==> src/design/i2p_pkg.sv <==
// ============================================================================
// i2p_pkg
// Shared types, character codes and helper functions for the infix to
// postfix converter.
// ============================================================================
package i2p_pkg;

  localparam int STACK_DEPTH = 32;
  localparam int CNT_W       = $clog2(STACK_DEPTH + 1);

  typedef logic [CNT_W-1:0] cnt_t;
  typedef logic [7:0]       char_t;

  localparam char_t CH_OPEN  = 8'h28;
  localparam char_t CH_CLOSE = 8'h29;
  localparam char_t CH_PLUS  = 8'h2B;
  localparam char_t CH_MINUS = 8'h2D;
  localparam char_t CH_STAR  = 8'h2A;
  localparam char_t CH_SLASH = 8'h2F;

  localparam logic [1:0] KIND_CHAR     = 2'd0;
  localparam logic [1:0] KIND_END      = 2'd1;
  localparam logic [1:0] KIND_UNMATCH  = 2'd2;
  localparam logic [1:0] KIND_OVERFLOW = 2'd3;

  typedef struct packed {
    logic [7:0] symbol;
    logic       end_of_text;
  } in_item_t;

  typedef struct packed {
    logic [7:0] out_char;
    logic [1:0] out_kind;
    logic       last_of_run;
  } out_item_t;

  typedef enum logic [1:0] {
    OP_HOLD    = 2'd0,
    OP_PUSH    = 2'd1,
    OP_POP     = 2'd2,
    OP_REPLACE = 2'd3
  } stack_op_t;

  typedef struct packed {
    stack_op_t op;
    char_t     din;
  } stack_ctl_t;

  function automatic logic signed [2:0] prec_of(input char_t c);
    logic signed [2:0] p;
    p = -3'sd1;
    if (c == CH_OPEN) begin
      p = 3'sd0;
    end else if (c == CH_PLUS || c == CH_MINUS) begin
      p = 3'sd1;
    end else if (c == CH_STAR || c == CH_SLASH) begin
      p = 3'sd2;
    end
    return p;
  endfunction

  function automatic logic is_alnum(input char_t c);
    return (c >= 8'h30 && c <= 8'h39) || (c >= 8'h41 && c <= 8'h5A) ||
           (c >= 8'h61 && c <= 8'h7A);
  endfunction

endpackage

==> src/design/i2p_cell.sv <==
// ============================================================================
// i2p_cell
// One entry of the operator stack; loads from its upper neighbor on a push
// or a replace and from its lower neighbor on a pop.
// ============================================================================
module i2p_cell (
  input  logic              clk,
  input  i2p_pkg::stack_op_t op,
  input  i2p_pkg::char_t    from_above,
  input  i2p_pkg::char_t    from_below,
  output i2p_pkg::char_t    data
);

  i2p_pkg::char_t data_r;
  i2p_pkg::char_t data_nxt;

  always_comb begin
    unique case (op)
      i2p_pkg::OP_PUSH:    data_nxt = from_above;
      i2p_pkg::OP_POP:     data_nxt = from_below;
      i2p_pkg::OP_REPLACE: data_nxt = from_above;
      default:             data_nxt = data_r;
    endcase
  end

  always_ff @(posedge clk) begin
    data_r <= data_nxt;
  end

  assign data = data_r;

endmodule

==> src/design/i2p_ctrl.sv <==
// ============================================================================
// i2p_ctrl
// Sequencer: holds the current transaction, tracks the stack fill and makes
// at most one stack move and at most one result per step.
// ============================================================================
module i2p_ctrl (
  input  logic                 clk,
  input  logic                 rst_n,
  input  logic                 in_valid,
  output logic                 in_stall,
  input  i2p_pkg::in_item_t    in_item,
  input  logic                 slot_free,
  input  i2p_pkg::char_t       top_data,
  input  i2p_pkg::char_t       next_data,
  output i2p_pkg::stack_ctl_t  ctl,
  output logic                 res_valid,
  output i2p_pkg::out_item_t   res
);

  typedef enum logic [1:0] {
    ST_IDLE = 2'b01,
    ST_WORK = 2'b10
  } state_t;

  state_t         state_r, state_nxt;
  i2p_pkg::cnt_t  cnt_r, cnt_nxt;
  i2p_pkg::char_t sym_r, sym_nxt;
  logic           eot_r, eot_nxt;

  logic              empty, full, has_two;
  logic signed [2:0] p_sym;

  assign empty   = (cnt_r == '0);
  assign full    = (cnt_r == i2p_pkg::cnt_t'(i2p_pkg::STACK_DEPTH));
  assign has_two = (cnt_r >= i2p_pkg::cnt_t'(2));
  assign p_sym   = i2p_pkg::prec_of(sym_r);

  assign in_stall = (state_r != ST_IDLE);

  always_comb begin
    state_nxt = state_r;
    cnt_nxt   = cnt_r;
    sym_nxt   = sym_r;
    eot_nxt   = eot_r;
    ctl.op    = i2p_pkg::OP_HOLD;
    ctl.din   = sym_r;
    res_valid = 1'b0;
    res       = '0;
    unique case (state_r)
      ST_IDLE: begin
        if (in_valid) begin
          sym_nxt   = in_item.symbol;
          eot_nxt   = in_item.end_of_text;
          state_nxt = ST_WORK;
        end
      end
      ST_WORK: begin
        if (slot_free) begin
          priority if (eot_r) begin
            res_valid = 1'b1;
            if (!empty) begin
              res.out_char = top_data;
              res.out_kind = i2p_pkg::KIND_CHAR;
              ctl.op       = i2p_pkg::OP_POP;
              cnt_nxt      = cnt_r - i2p_pkg::cnt_t'(1);
            end else begin
              res.out_kind    = i2p_pkg::KIND_END;
              res.last_of_run = 1'b1;
              state_nxt       = ST_IDLE;
            end
          end else if (i2p_pkg::is_alnum(sym_r)) begin
            res_valid       = 1'b1;
            res.out_char    = sym_r;
            res.out_kind    = i2p_pkg::KIND_CHAR;
            res.last_of_run = 1'b1;
            state_nxt       = ST_IDLE;
          end else if (sym_r == i2p_pkg::CH_OPEN) begin
            state_nxt = ST_IDLE;
            if (full) begin
              res_valid       = 1'b1;
              res.out_kind    = i2p_pkg::KIND_OVERFLOW;
              res.last_of_run = 1'b1;
            end else begin
              ctl.op  = i2p_pkg::OP_PUSH;
              cnt_nxt = cnt_r + i2p_pkg::cnt_t'(1);
            end
          end else if (sym_r == i2p_pkg::CH_CLOSE) begin
            priority if (empty) begin
              res_valid       = 1'b1;
              res.out_kind    = i2p_pkg::KIND_UNMATCH;
              res.last_of_run = 1'b1;
              state_nxt       = ST_IDLE;
            end else if (top_data == i2p_pkg::CH_OPEN) begin
              ctl.op    = i2p_pkg::OP_POP;
              cnt_nxt   = cnt_r - i2p_pkg::cnt_t'(1);
              state_nxt = ST_IDLE;
            end else begin
              res_valid       = 1'b1;
              res.out_char    = top_data;
              res.out_kind    = i2p_pkg::KIND_CHAR;
              res.last_of_run = has_two && (next_data == i2p_pkg::CH_OPEN);
              ctl.op          = i2p_pkg::OP_POP;
              cnt_nxt         = cnt_r - i2p_pkg::cnt_t'(1);
            end
          end else begin
            priority if (!empty && (i2p_pkg::prec_of(top_data) >= p_sym)) begin
              res_valid    = 1'b1;
              res.out_char = top_data;
              res.out_kind = i2p_pkg::KIND_CHAR;
              if (has_two && (i2p_pkg::prec_of(next_data) >= p_sym)) begin
                ctl.op  = i2p_pkg::OP_POP;
                cnt_nxt = cnt_r - i2p_pkg::cnt_t'(1);
              end else begin
                res.last_of_run = 1'b1;
                ctl.op          = i2p_pkg::OP_REPLACE;
                state_nxt       = ST_IDLE;
              end
            end else if (full) begin
              res_valid       = 1'b1;
              res.out_kind    = i2p_pkg::KIND_OVERFLOW;
              res.last_of_run = 1'b1;
              state_nxt       = ST_IDLE;
            end else begin
              ctl.op    = i2p_pkg::OP_PUSH;
              cnt_nxt   = cnt_r + i2p_pkg::cnt_t'(1);
              state_nxt = ST_IDLE;
            end
          end
        end
      end
      default: begin
        state_nxt = ST_IDLE;
      end
    endcase
  end

  always_ff @(posedge clk) begin
    if (!rst_n) begin
      state_r <= ST_IDLE;
      cnt_r   <= '0;
    end else begin
      state_r <= state_nxt;
      cnt_r   <= cnt_nxt;
    end
  end

  always_ff @(posedge clk) begin
    sym_r <= sym_nxt;
    eot_r <= eot_nxt;
  end

endmodule

==> src/design/infix_to_postfix_converter.sv <==
// ============================================================================
// infix_to_postfix_converter
// Shunting-yard conversion of an infix character stream to postfix, with
// the operator stack held in a row of shifting cells.
// ============================================================================
// One transaction is taken, then worked off in steps while in_stall is high:
// one step per result, one per '(' dropped by a close paren and one for a
// push that makes no result. An operator that pops entries ends with a
// replace, since the last pop and the push share a step; a flush ends with
// the end marker. The sequencer makes at most one stack move per cycle, and
// a step waits while the output register holds a result under stall.
module infix_to_postfix_converter (
  input  logic                clk,
  input  logic                rst_n,
  input  logic                in_valid,
  output logic                in_stall,
  input  i2p_pkg::in_item_t   in_item,
  output logic                out_valid,
  input  logic                out_stall,
  output i2p_pkg::out_item_t  out_item
);

  i2p_pkg::stack_ctl_t ctl;
  i2p_pkg::out_item_t  res;
  logic                res_valid;
  logic                slot_free;
  i2p_pkg::char_t      cell_data [i2p_pkg::STACK_DEPTH];

  logic               out_valid_r, out_valid_nxt;
  i2p_pkg::out_item_t out_item_r, out_item_nxt;

  assign slot_free = !out_valid_r || !out_stall;

  i2p_ctrl u_ctrl (
    .clk       (clk),
    .rst_n     (rst_n),
    .in_valid  (in_valid),
    .in_stall  (in_stall),
    .in_item   (in_item),
    .slot_free (slot_free),
    .top_data  (cell_data[0]),
    .next_data (cell_data[1]),
    .ctl       (ctl),
    .res_valid (res_valid),
    .res       (res)
  );

  for (genvar i = 0; i < i2p_pkg::STACK_DEPTH; i++) begin : g_cell
    i2p_pkg::stack_op_t cell_op;
    i2p_pkg::char_t     above;
    i2p_pkg::char_t     below;

    if (i == 0) begin : g_head
      assign cell_op = ctl.op;
      assign above   = ctl.din;
    end else begin : g_body
      assign cell_op = (ctl.op == i2p_pkg::OP_REPLACE) ? i2p_pkg::OP_HOLD : ctl.op;
      assign above   = cell_data[i-1];
    end

    if (i == i2p_pkg::STACK_DEPTH - 1) begin : g_tail
      assign below = '0;
    end else begin : g_link
      assign below = cell_data[i+1];
    end

    i2p_cell u_cell (
      .clk        (clk),
      .op         (cell_op),
      .from_above (above),
      .from_below (below),
      .data       (cell_data[i])
    );
  end

  always_comb begin
    out_valid_nxt = out_valid_r;
    out_item_nxt  = out_item_r;
    if (slot_free) begin
      out_valid_nxt = res_valid;
      if (res_valid) begin
        out_item_nxt = res;
      end
    end
  end

  always_ff @(posedge clk) begin
    if (!rst_n) begin
      out_valid_r <= 1'b0;
    end else begin
      out_valid_r <= out_valid_nxt;
    end
  end

  always_ff @(posedge clk) begin
    out_item_r <= out_item_nxt;
  end

  assign out_valid = out_valid_r;
  assign out_item  = out_item_r;

endmodule
==> config.mk <==
export PLATFORM = sky130hd
export DESIGN_NAME = infix_to_postfix_converter
export DESIGN_NICKNAME = d
export VERILOG_FILES = /design/src/design/i2p_pkg.sv /design/src/design/i2p_cell.sv /design/src/design/i2p_ctrl.sv /design/src/design/infix_to_postfix_converter.sv
export SDC_FILE = /design/constraint.sdc
export NUM_CORES = 1
export LEC_CHECK = 0
export CORE_UTILIZATION = 25
export DETAILED_ROUTE_END_ITERATION = 8
export DONT_BUFFER_PORTS = 1
export SLEW_MARGIN = 10
export SYNTH_ARGS = -nofsm -noshare
export SYNTH_HDL_FRONTEND = slang
export SYNTH_HIERARCHICAL = 1
export SYNTH_SLANG_ARGS = --single-unit
==> constraint.sdc <==
create_clock -name clk -period 6.4 [get_ports clk]
set_input_delay 1.6 -clock clk [delete_from_list [all_inputs] [get_ports clk]]
set_output_delay 1.6 -clock clk [all_outputs]
set_load 0.01 [all_outputs]
# Word level (Yosys, flattened, before mapping)
# Cells that the tools add are included.
[word_totals]
mem_bits_rw = 0
input_bits = 13
word_cells = 221
regBits = 285
n_memories = 0
output_inout_bits = 13
mem_bits_ro = 0
latch_bits = 0
[op_classes]
n_reduce_logical = 27
n_mux = 110
eq_ne = 33
mul = 0
addsub = 2
n_lt_le_gt_ge = 9
div = 0
bitwise_logic = 0
n_shift = 0
[op_table]
columns = ["operator", "n"]
rows = [
  ["$pmux 8 s2", 32],
  ["$eq 8x6->1 const B", 16],
  ["$mux 3", 26],
  ["$mux 6", 8],
  ["$mux 11", 4],
  ["$mux 2", 20],
  ["$mux 8", 4],
  ["$ge 8x7->1 const B", 2],
  ["$le 8x7->1 const B", 2],
  ["$mux 1", 15],
  ["$eq 2x2->1 const B", 5],
  ["$logic_or 1x1->1", 9],
  ["$ge 8x6->1 const B", 1],
  ["$le 8x6->1 const B", 1],
  ["$ne 7x3->1 const B", 1],
  ["$add 6x1->6 const B", 1],
  ["$eq 2x1->1 const B", 3],
  ["$eq 6x6->1 const B", 1],
  ["$ge 3x3->1", 2],
  ["$ge 6x2->1 const B", 1],
  ["$logic_and 1x1->1", 6],
  ["$logic_not 6->1", 1],
  ["$ne 6x3->1 const B", 1],
  ["$sub 6x1->6 const B", 1],
  ["other kinds (11)", 18],
]

# Longest topological paths before layout
[depth]
word_depth = 35
depth_mapped = 15
depth_no_buf = 14

# Cells and area by module
# Netlist, hierarchy kept.
[by_module_without_submodules]
columns = ["module", "seq_area_each_um2", "n_inst", "area_per_inst_um2", "cells_each"]
rows = [
  ["i2p_cell", 240.2, 32, 377.9, 18],
  ["i2p_ctrl", 430.4, 1, 1666.6, 203],
  ["infix_to_postfix_converter", 350.3, 1, 387.9, 19],
]

# Worst setup path after synthesis
# No wires, ideal clock.
[synth_path]
kind = "flip-flop to flip-flop"
startpoint = "reg u_ctrl.sym_r[6]"
endpoint = "reg g_cell[10].u_cell.data_r[0], data pin"
stages_incl_launch_ff = 14
synth_period_minus_slack_ns = 5.567
required_time_ns = 6.140
arrival_ns = 5.307
slack_ns = 0.833
path_buffers = 1
setup_time_ns = 0.260
path_cell_list = "edfxtp_1 -> nand3b_2 -> or3_1 -> nand2b_1 -> ha_1 -> nand2b_1 -> a2111oi_2 -> a211oi_4 -> nand2_2 -> nand3_1 -> a21oi_1 -> nor2b_1 -> buf_6 -> mux2_4"
[synth_rtl]
columns = ["element", "line", "rtl"]
rows = [
  ["start, declared", "i2p_ctrl.sv:27", "i2p_pkg::char_t sym_r, sym_nxt;"],
  ["start signal, assigned", "i2p_ctrl.sv:148", "sym_r <= sym_nxt;"],
  ["end signal, assigned", "i2p_cell.sv:27", "data_r <= data_nxt;"],
  ["end, declared", "i2p_cell.sv:14", "i2p_pkg::char_t data_r;"],
]

==> impl_metrics.ini <==
[drt]
vias_per_cell = 4.14
vias = 6506
wl_per_cell_microns = 15.2
drc_errors = 0
drtIter0Drc = 415
routed_wl_mm = 23.8
drtAntennaViolNets = 0
first_pass_iters = 5

[placement]
dp_slack_ps = 1610
io_buffers = 0
dp.cells = 1518
dp_hpwl_mm = 15.8
gp_congestion = 0.777

[critical_path]
cp_slowest_cell = nor2b_4
crit_chain = nand3b_2 -> or3_1 -> nand2b_1 -> ha_1 -> nand2b_1 -> a2111oi_2 -> a211oi_4 -> nand2_2 -> nand3_1 -> a21oi_1 -> buf_4 -> nor2b_4 -> buf_12 -> or2_2
crit_type = flop to flop
worstPathMaxFanout = 57
startpoint = u_ctrl/sym_r[6]
r2r-start = u_ctrl/sym_r[6]
slowest_delay_ps = 640
end_kind = flop
cp_data_required_time_ps = 6650
crit_arrival_ps = 5050
r2r_end = g_cell[26].u_cell/data[3]
cpMostUsedCell = nand2b_1
crit_end = g_cell[26].u_cell/data[3]
r2r_setup_slack_ps = 1600
critPathLaunchType = flop
worstRegToRegCells = 14

[layout]
n_fill_cell = 5562
syn_to_final_growth_pct = 11.2
drive_gt1_share_pct = 43.5
finalNonFillerCells = 1571
fin_nets = 823
diodes = 0
multiInputGateArea_sq_um = 5240
seqCellArea_sq_um = 8470

[logic_synthesis]
synth-edff-count = 276
synth_top_area_share_pct = 58.6
synth_area_leader_cell = edfxtp_1
synth_cell_types = 62
syn-instance-count = 798
async_flop_share_pct = 0
syn_area_sq_um = 14100
synth_warnings = 6
yosys-top-cells-count = 276 x edfxtp_1, 256 x mux2_4, 34 x buf_6
synth-seq-cells = 285
synth.most_common_cell = edfxtp_1
ys_seq_area_share_pct = 59.9
synthFlopType = edfxtp_1
syn_avg_cell_area_sq_um = 17.7
synth.area.top_cells = edfxtp_1 59%, mux2_4 27%, buf_6 2.7%, or2_2 1.5%, dfxtp_1 1.3%

[sta]
slew_headroom_pct = 21.6
finalSetupTns_ps = 0
rsz0062_at_grt = no
timing.final.ws_setup_ps = 1600
tightest_slew_ps = 1170
period_share_pct = 75.1
period_needed_ps = 4800
max_freq_mhz = 208
setup_viol = 0
finClkSkew_ps = 10.0
finalHoldViolations = 0
finalMaxSlewViolations = 0

[grt]
grt_first_pass_wirelength_mm = 38.6
antenna_found_initial = 0
grt_max_degree = 58
grt_pass1_vias = 6708
gr-usage-all-layers_pct = 8.29
grt-ovfl-total = 0

[die]
rows = 86
start_util_pct = 25.5
die_y_microns = 240
core_sq_um = 55500
io_pins = 26
die-width_microns = 240
die-area_sq_um = 57500

[cts]
cts_hold_buf = 0
cts_buffers = 29
clk-insertion-delay-late_ps = 560
cts_sinks = 285
cts_root_buffer = clkbuf_16
cts-resized-gates = 0
cts_setup_buffers = 0
cts.htree.levels = 1
cts_tree = built
cts_buffer_depth = 3
clkTransAtPathRegs_ps = 60

[power]
p_leak_uw = 0.00548
ir_drop_mv = 0.189
cellPowerDensity_nw_per_um2 = 238

[flow_run]
drv_cap = 0

[worst_hold_path]
hold_class = flop to flop

[outcome]
status = completed
==> power breakdown <==
group | internal, uW | switching [uW] | total [uW] | leakage (uW)
Combinational | 24.5 | 28.0 | 52.5 | 0.00249
Sequential | 2030 | 12.4 | 2040 | 0.00255
Clock | 917 | 730 | 1650 | 0.000441
==> critical path, delay by kind of cell, from the launching register on <==
kind / cells / cell delay (ps)
compound gates: 3 / 760
simple gates: 8 / 2240
fa+ha+maj: 1 / 290
flops: 1 / 450
buf+inv: 2 / 650
==> state kept, by name, indices dropped and copies added, names as in the netlist <==
signal / cells
u_ctrl/cnt_r: 6
out_valid: 1
u_ctrl/state_r: 2
out_item: 11
u_ctrl/eot_r: 1
g_cell.u_cell/data: 256
u_ctrl/sym_r: 8
==> routing by layer <==
| layer | routed length, microns | vias to the layer above | GRT usage [%] |
|---|---|---|---|
| met2 | 10700 | 111 | 12.8 |
| met5 | 0 | - | 0 |
| met4 | 430 | 0 | 1.51 |
| met3 | 917 | 36 | 1.79 |
| met1 | 11800 | 3291 | 11.9 |
| li1 | - | 3068 | - |
==> through the flow <==
| stage | util, % | hold slack, ps | power [uW] | cell area (sq um) |
|---|---|---|---|---|
| floorplan | - | 473 | 2130 | 14200 |
| global route | 28.3 | 554 | 3870 | 15700 |
| finish | 28.3 | 540 | 3740 | 15700 |
| detailed placement | 26.7 | 530 | 2130 | 14800 |
| global placement | 26.7 | 500 | 2130 | 14800 |
| CTS | 28.3 | 539 | 3800 | 15700 |
==> cell usage in the layout, fill, tap and decap left out, types with 6 or more instances in the layout <==
master     Yosys  routed
a21oi_1       14      14
a22o_1         7       7
buf_4          0       6
clkbuf_16      0      29
clkinv_1       0       8
conb_1         1       8
dfxtp_1        9       9
edfxtp_1     276     276
ha_1           9       9
inv_1         11      11
mux2_4       256     256
nand2_1       24      24
nand2b_1       9       9
nand3_1       11      11
nor2_1         8       8
nor3_1         7       7
o21ai_0        9       9
or2_2         33      33
==> area by class of cell <==
type                            count  area share (%)
Inverter                           11           0.262
Multi-Input combinational cell    464            33.3
Clock buffer                       31            4.66
Tap cell                          748            5.95
Clock inverter                     22            1.20
Timing Repair Buffer               10           0.795
Sequential cell                   285            53.8
==> how the worst min path moves through the flow <==
stage                    startpoint               to  slack (ps)  cells past startpoint
global placement    u_ctrl/cnt_r[0]  u_ctrl/cnt_r[0]         500                      2
CTS                 u_ctrl/cnt_r[0]  u_ctrl/cnt_r[0]         540                      2
floorplan           u_ctrl/cnt_r[0]  u_ctrl/cnt_r[0]         470                      2
finish              u_ctrl/cnt_r[0]  u_ctrl/cnt_r[0]         540                      2
detailed placement  u_ctrl/cnt_r[0]  u_ctrl/cnt_r[0]         530                      2
global route        u_ctrl/cnt_r[0]  u_ctrl/cnt_r[0]         550                      2
==> cell families after synthesis <==
group           after synthesis  synth area share, %
flops                       285                 59.9
mux                         258                 27.3
simple gates                121                 4.93
compound gates               63                 3.44
buf+inv                      56                 3.33
fa+ha+maj                     9                0.796
xor+xnor                      5                0.310
other cells                   1               0.0265
Note: power is estimated with default switching activity, not from simulation.
